==> src/rtl/atatfs_pkg.sv <==
// Shared types and constants for the ATA task-file command sequencer.
// Used by atatfs_chs and ata_taskfile_command_sequencer; depends on nothing.

package atatfs_pkg;

	// Default drive geometry for CHS addressing
	localparam int SECTORS_PER_TRACK_DEF = 63;
	localparam int HEADS_DEF             = 16;

	// Address width handled by the CHS divider (LBA28 range)
	localparam int LBA28_W = 28;

	// Task-file register selects
	localparam logic [3:0] PORT_CONTROL     = 4'd0;
	localparam logic [3:0] PORT_SECCOUNT    = 4'd1;
	localparam logic [3:0] PORT_LBA0        = 4'd2;
	localparam logic [3:0] PORT_LBA1        = 4'd3;
	localparam logic [3:0] PORT_LBA2        = 4'd4;
	localparam logic [3:0] PORT_DEVSEL      = 4'd5;
	localparam logic [3:0] PORT_COMMAND     = 4'd6;
	localparam logic [3:0] PORT_SECCOUNT_HI = 4'd7;
	localparam logic [3:0] PORT_LBA3        = 4'd8;
	localparam logic [3:0] PORT_LBA4        = 4'd9;
	localparam logic [3:0] PORT_LBA5        = 4'd10;

	// Addressing modes
	localparam logic [1:0] MODE_CHS   = 2'd0;
	localparam logic [1:0] MODE_LBA28 = 2'd1;
	localparam logic [1:0] MODE_LBA48 = 2'd2;

	// Command opcodes and fixed register bytes
	localparam logic [7:0] CMD_READ       = 8'h20;
	localparam logic [7:0] CMD_WRITE      = 8'h30;
	localparam logic [7:0] CMD_READ_EXT   = 8'h24;
	localparam logic [7:0] CMD_WRITE_EXT  = 8'h34;
	localparam logic [7:0] DEVSEL_CHS     = 8'hA0;
	localparam logic [7:0] DEVSEL_LBA     = 8'hE0;
	localparam logic [7:0] CTRL_HOB       = 8'h80;

	// Sequence lengths, as index of the final beat
	localparam logic [4:0] LAST_BEAT_SHORT = 5'd5;
	localparam logic [4:0] LAST_BEAT_LBA48 = 5'd17;
	// Offset that maps a short sequence onto the tail of the LBA48 one
	localparam logic [4:0] SHORT_SKIP      = 5'd12;

	// Incoming request
	typedef struct packed {
		logic [31:0] lba;
		logic [7:0]  sector_count;
		logic        is_write;
		logic        drive_is_slave;
		logic        supports_lba;
	} req_t;

	// Request with its CHS geometry worked out
	typedef struct packed {
		req_t        req;
		logic [7:0]  sector;
		logic [3:0]  head;
		logic [15:0] cylinder;
	} chs_req_t;

	// Register bytes for one command sequence
	typedef struct packed {
		logic [1:0] mode;
		logic [7:0] devsel;
		logic [7:0] count;
		logic [7:0] b0;
		logic [7:0] b1;
		logic [7:0] b2;
		logic [7:0] b3;
		logic [7:0] cmd;
	} cmd_set_t;

endpackage

==> src/rtl/atatfs_chs.sv <==
// Request input register and CHS geometry pipeline (lba -> sector, head, cylinder).
// Divides by constants with reciprocal multiplies; uses atatfs_pkg.

module atatfs_chs #(
	parameter int SECTORS_PER_TRACK = atatfs_pkg::SECTORS_PER_TRACK_DEF,
	parameter int HEADS             = atatfs_pkg::HEADS_DEF
) (
	input  logic                  clk,
	input  logic                  arst_n,
	input  logic                  in_valid,
	output logic                  in_ready,
	input  atatfs_pkg::req_t      in_req,
	output logic                  out_valid,
	input  logic                  out_ready,
	output atatfs_pkg::chs_req_t  out_req
);

	localparam int NW = atatfs_pkg::LBA28_W;
	localparam int RW = NW + 1;

	// floor(2^NW / d): the quotient estimate is low by at most one
	localparam logic [RW-1:0] SPT_RECIP   = RW'((64'd1 << NW) / SECTORS_PER_TRACK);
	localparam logic [RW-1:0] HEADS_RECIP = RW'((64'd1 << NW) / HEADS);
	localparam logic [NW-1:0] SPT_W       = NW'(SECTORS_PER_TRACK);
	localparam logic [NW-1:0] HEADS_W     = NW'(HEADS);

	atatfs_pkg::req_t req_s1, req_s2, req_s3, req_s4;
	logic v_s1, v_s2, v_s3, v_s4, v_s5;
	logic rdy1, rdy2, rdy3, rdy4, rdy5;

	logic [NW-1:0] q1_s2, track_s3, q2_s4, track_s4;
	logic [7:0]    sect_s3, sect_s4;

	logic [NW+RW-1:0] prod1, prod2;
	logic [NW-1:0]    q1e, qd1, diff1, rem1;
	logic             fix1;
	logic [NW-1:0]    q2e, qd2, diff2, rem2;
	logic             fix2;

	assign rdy5     = !v_s5 || out_ready;
	assign rdy4     = !v_s4 || rdy5;
	assign rdy3     = !v_s3 || rdy4;
	assign rdy2     = !v_s2 || rdy3;
	assign rdy1     = !v_s1 || rdy2;
	assign in_ready = rdy1;
	assign out_valid = v_s5;

	always_ff @(posedge clk or negedge arst_n) begin
		if (!arst_n) begin
			v_s1 <= 1'b0;
			v_s2 <= 1'b0;
			v_s3 <= 1'b0;
			v_s4 <= 1'b0;
			v_s5 <= 1'b0;
		end else begin
			if (rdy1) v_s1 <= in_valid;
			if (rdy2) v_s2 <= v_s1;
			if (rdy3) v_s3 <= v_s2;
			if (rdy4) v_s4 <= v_s3;
			if (rdy5) v_s5 <= v_s4;
		end
	end

	// Stage 2: track estimate
	assign prod1 = {{RW{1'b0}}, req_s1.lba[NW-1:0]} * {{NW{1'b0}}, SPT_RECIP};
	assign q1e   = prod1[2*NW-1:NW];

	// Stage 3: remainder and correction by one
	assign qd1   = NW'({{NW{1'b0}}, q1_s2} * {{NW{1'b0}}, SPT_W});
	assign diff1 = req_s2.lba[NW-1:0] - qd1;
	assign fix1  = diff1 >= SPT_W;
	assign rem1  = fix1 ? diff1 - SPT_W : diff1;

	// Stage 4: cylinder estimate
	assign prod2 = {{RW{1'b0}}, track_s3} * {{NW{1'b0}}, HEADS_RECIP};
	assign q2e   = prod2[2*NW-1:NW];

	// Stage 5: head and cylinder
	assign qd2   = NW'({{NW{1'b0}}, q2_s4} * {{NW{1'b0}}, HEADS_W});
	assign diff2 = track_s4 - qd2;
	assign fix2  = diff2 >= HEADS_W;
	assign rem2  = fix2 ? diff2 - HEADS_W : diff2;

	always_ff @(posedge clk) begin
		if (rdy1) req_s1 <= in_req;
		if (rdy2) begin
			req_s2 <= req_s1;
			q1_s2  <= q1e;
		end
		if (rdy3) begin
			req_s3   <= req_s2;
			track_s3 <= q1_s2 + NW'(fix1);
			sect_s3  <= 8'(rem1) + 8'd1;
		end
		if (rdy4) begin
			req_s4   <= req_s3;
			track_s4 <= track_s3;
			q2_s4    <= q2e;
			sect_s4  <= sect_s3;
		end
		if (rdy5) begin
			out_req.req      <= req_s4;
			out_req.sector   <= sect_s4;
			out_req.head     <= 4'(rem2);
			out_req.cylinder <= 16'(q2_s4 + NW'(fix2));
		end
	end

endmodule

==> src/rtl/ata_taskfile_command_sequencer.sv <==
// Top level of the ATA task-file command sequencer: request in, register writes out.
// Instantiates atatfs_chs; uses atatfs_pkg.
//
// Channel  Dir  Handshake         Payload
// s_*      in   s_tvalid/tready   tdata: lba, sector_count, is_write, drive_is_slave, supports_lba
// m_*      out  m_tvalid/tready   tdata: write_data; tuser: port_select, addr_mode; tlast: last
// cfg_*    in   cfg_we            cfg_wdata: irq_disable
//
// A request yields 6 register writes (CHS, LBA28) or 18 (LBA48), one per cycle
// while m_tready does not stall; the next request is taken into the sequencer in
// the cycle its predecessor's command write leaves the sequencer.
// From acceptance to the first write a request passes five geometry stages, the
// sequencer and the output register. Reset is asynchronous and clears all valid
// state and irq_disable. A stall on m_tready holds the output register and backs
// up through the sequencer and geometry stages to s_tready.

module ata_taskfile_command_sequencer #(
	parameter int SECTORS_PER_TRACK = atatfs_pkg::SECTORS_PER_TRACK_DEF,
	parameter int HEADS             = atatfs_pkg::HEADS_DEF
) (
	input  logic        clk,
	input  logic        arst_n,
	input  logic        s_tvalid,
	output logic        s_tready,
	input  logic [47:0] s_tdata,   // lba[31:0], sector_count[39:32], is_write[40],
	                               // drive_is_slave[41], supports_lba[42], zero pad
	output logic        m_tvalid,
	input  logic        m_tready,
	output logic [7:0]  m_tdata,   // write_data[7:0]
	output logic [5:0]  m_tuser,   // port_select[3:0], addr_mode[5:4]
	output logic        m_tlast,
	input  logic        cfg_we,
	input  logic        cfg_wdata
);

	atatfs_pkg::req_t     in_req;
	atatfs_pkg::chs_req_t f_req;
	atatfs_pkg::cmd_set_t nxt_set, cur_q;
	logic f_valid, f_ready;

	logic       irq_q;
	logic       cur_v_q;
	logic [4:0] step_q;
	logic [4:0] beat;
	logic       out_free, emit, last_beat;
	logic [3:0] port;
	logic [7:0] data;
	logic [7:0] nien;

	logic       mode48, mode28;
	logic [3:0] head;

	assign in_req.lba            = s_tdata[31:0];
	assign in_req.sector_count   = s_tdata[39:32];
	assign in_req.is_write       = s_tdata[40];
	assign in_req.drive_is_slave = s_tdata[41];
	assign in_req.supports_lba   = s_tdata[42];

	atatfs_chs #(
		.SECTORS_PER_TRACK(SECTORS_PER_TRACK),
		.HEADS(HEADS)
	) u_chs (
		.clk(clk),
		.arst_n(arst_n),
		.in_valid(s_tvalid),
		.in_ready(s_tready),
		.in_req(in_req),
		.out_valid(f_valid),
		.out_ready(f_ready),
		.out_req(f_req)
	);

	// Build the register bytes for the request leaving the geometry pipeline
	always_comb begin
		mode48 = |f_req.req.lba[31:28];
		mode28 = !mode48 && f_req.req.supports_lba;
		nxt_set.count = f_req.req.sector_count;
		if (mode48 || mode28) begin
			nxt_set.mode = mode48 ? atatfs_pkg::MODE_LBA48 : atatfs_pkg::MODE_LBA28;
			nxt_set.b0   = f_req.req.lba[7:0];
			nxt_set.b1   = f_req.req.lba[15:8];
			nxt_set.b2   = f_req.req.lba[23:16];
			nxt_set.b3   = mode48 ? f_req.req.lba[31:24] : 8'd0;
			head         = mode48 ? 4'd0 : f_req.req.lba[27:24];
		end else begin
			nxt_set.mode = atatfs_pkg::MODE_CHS;
			nxt_set.b0   = f_req.sector;
			nxt_set.b1   = f_req.cylinder[7:0];
			nxt_set.b2   = f_req.cylinder[15:8];
			nxt_set.b3   = 8'd0;
			head         = f_req.head;
		end
		nxt_set.devsel = ((mode48 || mode28) ? atatfs_pkg::DEVSEL_LBA : atatfs_pkg::DEVSEL_CHS)
			| {3'd0, f_req.req.drive_is_slave, head};
		if (mode48)
			nxt_set.cmd = f_req.req.is_write ? atatfs_pkg::CMD_WRITE_EXT
			                                 : atatfs_pkg::CMD_READ_EXT;
		else
			nxt_set.cmd = f_req.req.is_write ? atatfs_pkg::CMD_WRITE : atatfs_pkg::CMD_READ;
	end

	assign out_free  = !m_tvalid || m_tready;
	assign emit      = cur_v_q && out_free;
	assign last_beat = step_q == ((cur_q.mode == atatfs_pkg::MODE_LBA48)
		? atatfs_pkg::LAST_BEAT_LBA48 : atatfs_pkg::LAST_BEAT_SHORT);
	assign f_ready   = !cur_v_q || (emit && last_beat);

	// Short sequences skip the high-order block: map onto the LBA48 beat numbering
	assign beat = (cur_q.mode == atatfs_pkg::MODE_LBA48 || step_q == 5'd0)
		? step_q : step_q + atatfs_pkg::SHORT_SKIP;

	assign nien = {6'd0, irq_q, 1'b0};

	always_comb begin
		case (beat)
			5'd0: begin
				port = atatfs_pkg::PORT_DEVSEL;
				data = cur_q.devsel;
			end
			5'd1, 5'd4, 5'd7, 5'd10: begin
				port = atatfs_pkg::PORT_CONTROL;
				data = atatfs_pkg::CTRL_HOB | nien;
			end
			5'd3, 5'd6, 5'd9, 5'd12: begin
				port = atatfs_pkg::PORT_CONTROL;
				data = nien;
			end
			5'd2: begin
				port = atatfs_pkg::PORT_SECCOUNT_HI;
				data = 8'd0;
			end
			5'd5: begin
				port = atatfs_pkg::PORT_LBA3;
				data = cur_q.b3;
			end
			5'd8: begin
				port = atatfs_pkg::PORT_LBA4;
				data = 8'd0;
			end
			5'd11: begin
				port = atatfs_pkg::PORT_LBA5;
				data = 8'd0;
			end
			5'd13: begin
				port = atatfs_pkg::PORT_SECCOUNT;
				data = cur_q.count;
			end
			5'd14: begin
				port = atatfs_pkg::PORT_LBA0;
				data = cur_q.b0;
			end
			5'd15: begin
				port = atatfs_pkg::PORT_LBA1;
				data = cur_q.b1;
			end
			5'd16: begin
				port = atatfs_pkg::PORT_LBA2;
				data = cur_q.b2;
			end
			default: begin
				port = atatfs_pkg::PORT_COMMAND;
				data = cur_q.cmd;
			end
		endcase
	end

	always_ff @(posedge clk or negedge arst_n) begin
		if (!arst_n) begin
			irq_q    <= 1'b0;
			cur_v_q  <= 1'b0;
			step_q   <= 5'd0;
			m_tvalid <= 1'b0;
		end else begin
			if (cfg_we) irq_q <= cfg_wdata;
			if (f_ready) cur_v_q <= f_valid;
			if (emit) step_q <= last_beat ? 5'd0 : step_q + 5'd1;
			if (out_free) m_tvalid <= emit;
		end
	end

	always_ff @(posedge clk) begin
		if (f_ready) cur_q <= nxt_set;
		if (emit) begin
			m_tdata <= data;
			m_tuser <= {cur_q.mode, port};
			m_tlast <= last_beat;
		end
	end

endmodule
==> config.mk <==
export PLATFORM = sky130hd
export DESIGN_NAME = ata_taskfile_command_sequencer
export DESIGN_NICKNAME = d
export VERILOG_FILES = /design/src/rtl/atatfs_pkg.sv /design/src/rtl/atatfs_chs.sv /design/src/rtl/ata_taskfile_command_sequencer.sv
export SDC_FILE = /design/constraint.sdc
export NUM_CORES = 1
export LEC_CHECK = 0
export ABC_AREA = 1
export BUFFER_PORTS_ARGS = -buffer_cell sky130_fd_sc_hd__buf_2
export CORE_AREA = 2 2 186 233
export CTS_CLUSTER_DIAMETER = 120
export DETAILED_ROUTE_END_ITERATION = 7
export DIE_AREA = 0 0 188 235
export PLACE_DENSITY = 0.68
export SYNTH_ARGS = -nofsm -noshare
export SYNTH_HDL_FRONTEND = slang
export SYNTH_SLANG_ARGS = --single-unit
==> constraint.sdc <==
create_clock -name clk -period 12.75 [get_ports clk]
set_input_delay 0 -clock clk [delete_from_list [all_inputs] [get_ports clk]]
set_output_delay 0 -clock clk [all_outputs]
set_load 0.02 [all_outputs]
==> run_results.csv <==
group,metric,value,unit
yosys,synthTopCellsByArea,"edfxtp_1 (51%), ha_1 (10%), fa_1 (9.9%)",
routing,drtIter0Drc,791,
routing,wirelength,47.51,mm
yosys,synthMostInstantiatedCell,"inv_1",
placed_design,routabilityCongestion,0.9279,
clocking,cts.clk_slew.worst_paths,0.06,ns
routing,drc,0,
layout,fillCellCount,3379,
yosys,synth-seq-area-share,52.23,%
yosys,yosys_warnings,0,
worst_setup_path,crit_top_cell,"nand2_1",
yosys,yosysTopAreaCell,"edfxtp_1",
flow_run,maxCapViolCount,0,
yosys,syn_area,22870,sq um
timing,min_period,6.659,ns
worst_setup_path,r2r-end,"u_chs.track_s3[18]",
floorplan,rows,84,
worst_setup_path,path_depth,31,
worst_setup_path,critPathKind,"reg -> reg",
clocking,cts_tree,"yes",
worst_setup_path,crit_end,"u_chs.track_s3[18]",
yosys,synth_edf_count,387,
placed_design,post-dp-hpwl,37.58,mm
worst_hold_path,min_from,"s_tdata[28]",
timing,hold-worst-slack,0.1483,ns
yosys,synth_common_cells,"inv_1 (464), nand2_1 (395), edfxtp_1 (387), ha_1 (187), nor2_1 (118)",
worst_setup_path,critical_path_required,13.11,ns
routing,drtAntennaViolNets,0,
floorplan,die_area,44180,sq um
floorplan,start_util,54.54,%
timing,max_freq,150.2,MHz
routing,first_pass_iters,5,
worst_setup_path,reg2reg_from,"u_chs.q1_s2[2]",
worst_setup_path,critPathTopFamily,"adder cells",
global_route,first_global_vias,14840,
worst_setup_path,cp_slowest_cell,"fa_1",
timing,setup_viol,0,
layout,final_nets,2589,
clocking,cts_setup_buffers,0,
routing,wire_per_inst,16.83,um
floorplan,pin_count,71,
global_route,grt_max_degree,74,
worst_setup_path,critical-path-max-stage-delay,0.55,ns
yosys,synth_top_area_share,50.81,%
clocking,cts-root-buf,"clkbuf_16",
yosys,synth_cell_type_count,45,
worst_setup_path,r2r_cells,31,
placed_design,numPortBuffers,65,
outcome,outcome,"complete, no violations",
worst_setup_path,cp.buffers_inverters,5,
worst_setup_path,worstPathMaxFanout,6,
timing,hold_viol,0,
timing,fin_skew,0.03020,ns
layout,area_growth,12.30,%
global_route,grt_first_pass_wirelength,76.28,mm
clocking,cts.sinks,400,
timing,slew_headroom,28.93,%
timing,maxSlewViolCount,0,
worst_setup_path,start_kind,"flip-flop",
worst_hold_path,hold_class,"in -> reg",
yosys,synth-seq-cells,400,
worst_hold_path,holdPathStages,2,
routing,via_per_inst,5.050,
yosys,async_flop_share,3.250,%
yosys,synth_flop_cell,"edfxtp_1",
yosys,syn_inst,2083,
clocking,insertion_delay,0.56,ns
floorplan,dieHeight,235,um
timing,tightest_slew,1.064,ns
global_route,antenna_found_initial,0,
layout,drive_gt1_share,8.882,%
clocking,htreeDepth,2,
timing,fin_tns_setup,0,ns
floorplan,core_area,41940,sq um
timing,final.period_utilization,52.23,%
worst_setup_path,startpoint,"u_chs.q1_s2[2]",
worst_setup_path,r2r_setup_slack,6.09,ns
layout,diodes,0,
worst_setup_path,cp-end-kind,"flip-flop",
worst_setup_path,critPathArrivalTime,7.02,ns
floorplan,die_x,188,um
yosys,syn_avg_cell_area,10.98,sq um
global_route,overflow,0,
yosys,synth_nets,2437,
timing,grt_setup_unrepaired,"no",
routing,vias,14250,
clocking,clockBufferDepth,3,
global_route,grt_usage,22.40,%
clocking,cts_buffers,38,
cells in the final DEF, fill, tap and decap left out, drive strengths merged, types with 3 or more instances in the layout:
cell type    Yosys  final
inv            468    471
nand2          409    409
edfxtp         387    387
ha             187    187
nor2           132    132
fa             113    113
nand3           81     81
buf              1     72
a21oi           70     70
dlygate4sd3      0     49
xor2            47     47
clkbuf           8     47
o21ai           38     38
nand4           29     29
mux2            24     24
nor3            14     14
clkinv           2     14
dfrtp           13     13
xnor2           11     11
a221oi           7      7
a32o             6      6
and2             5      5
a31oi            5      5
bufinv           0      5
or2              3      3
o21bai           3      3
o211ai           3      3
nor4             3      3
worst register-to-register path: cells and delay by family, from the launching register on:
family | cells | cell delay, ns
fa+ha+maj | 7 | 3.14
xor+xnor | 1 | 0.27
buf+inv | 5 | 0.54
flops | 1 | 0.46
simple gates | 18 | 2.02
flip-flops by register name (all words and copies together), names as in the netlist, 5 cells and up:
register        cells
u_chs.q1_s2        23
step_q              5
m_tdata             8
u_chs.out_req      71
u_chs.req_s1       43
u_chs.track_s3     20
m_tuser             6
u_chs.req_s2       43
cur_q              50
u_chs.track_s4     20
u_chs.sect_s4       8
u_chs.req_s4       43
u_chs.sect_s3       8
u_chs.req_s3       43
logic make-up (layout without fill, tap and decap cells):
family	count (synthesis)	count (layout)	synth area share, %
adder cells (fa/ha/maj)	300	300	20.12
XOR/XNOR	58	58	2.221
flip-flops	400	400	52.23
AO/OA/AOI/OAI	142	142	3.643
multiplexers	24	24	1.182
AND/OR/NAND/NOR	680	680	12.74
buffers and inverters	479	659	7.866
stage by stage:
| stage | utilization [%] | std cells | setup WS (ns) | instance area, sq um |
|---|---|---|---|---|
| 5_1_grt | 61.25 | 2822 | 5.450 | 25690 |
| 3_5_place_dp | 57.04 | 2705 | 6.160 | 23920 |
| 6_report | 61.25 | 2822 | 6.091 | 25690 |
| 2_1_floorplan | - | 2083 | 3.848 | 22870 |
| 3_3_place_gp | 57.04 | 2705 | 6.230 | 23920 |
| 4_1_cts | 61.25 | 2822 | 5.898 | 25690 |
final cells by class:
| cell class | count | area (sq um) | share of cell area (%) |
|---|---|---|---|
| well taps | 559 | 699.4 | 2.723 |
| repair buffers | 121 | 868.3 | 3.381 |
| flip-flops and latches | 400 | 11950 | 46.51 |
| multi-input cells | 1204 | 9131 | 35.55 |
| clock inverters | 21 | 291.5 | 1.135 |
| clock buffers | 47 | 984.7 | 3.834 |
| inverters | 470 | 1764 | 6.868 |
routing by layer:
layer | vias to the layer above | share of wire [%] | GRT usage, %
li1 | 7074 | - | -
met1 | 6781 | 38 | 24.60
met2 | 282 | 53 | 42.10
met3 | 113 | 3.4 | 3.017
met4 | 0 | 5.0 | 11.05
met5 | - | 0 | 0
worst min path at each step:
stage / endpoint
2_1_floorplan: cur_v_q
3_3_place_gp: step_q[3]
3_5_place_dp: step_q[3]
4_1_cts: u_chs.req_s1[39]
5_1_grt: u_chs.req_s1[30]
6_report: u_chs.req_s1[39]
repair_timing:
action                                 CTS  global route
endpoints found under the hold margin   59             0
hold buffers                            49             0
gates resized for setup                  0             0
Power is left out: the tool's default activity adds up to more than one toggle a clock period on the data nets, which glitch-free logic cannot reach.
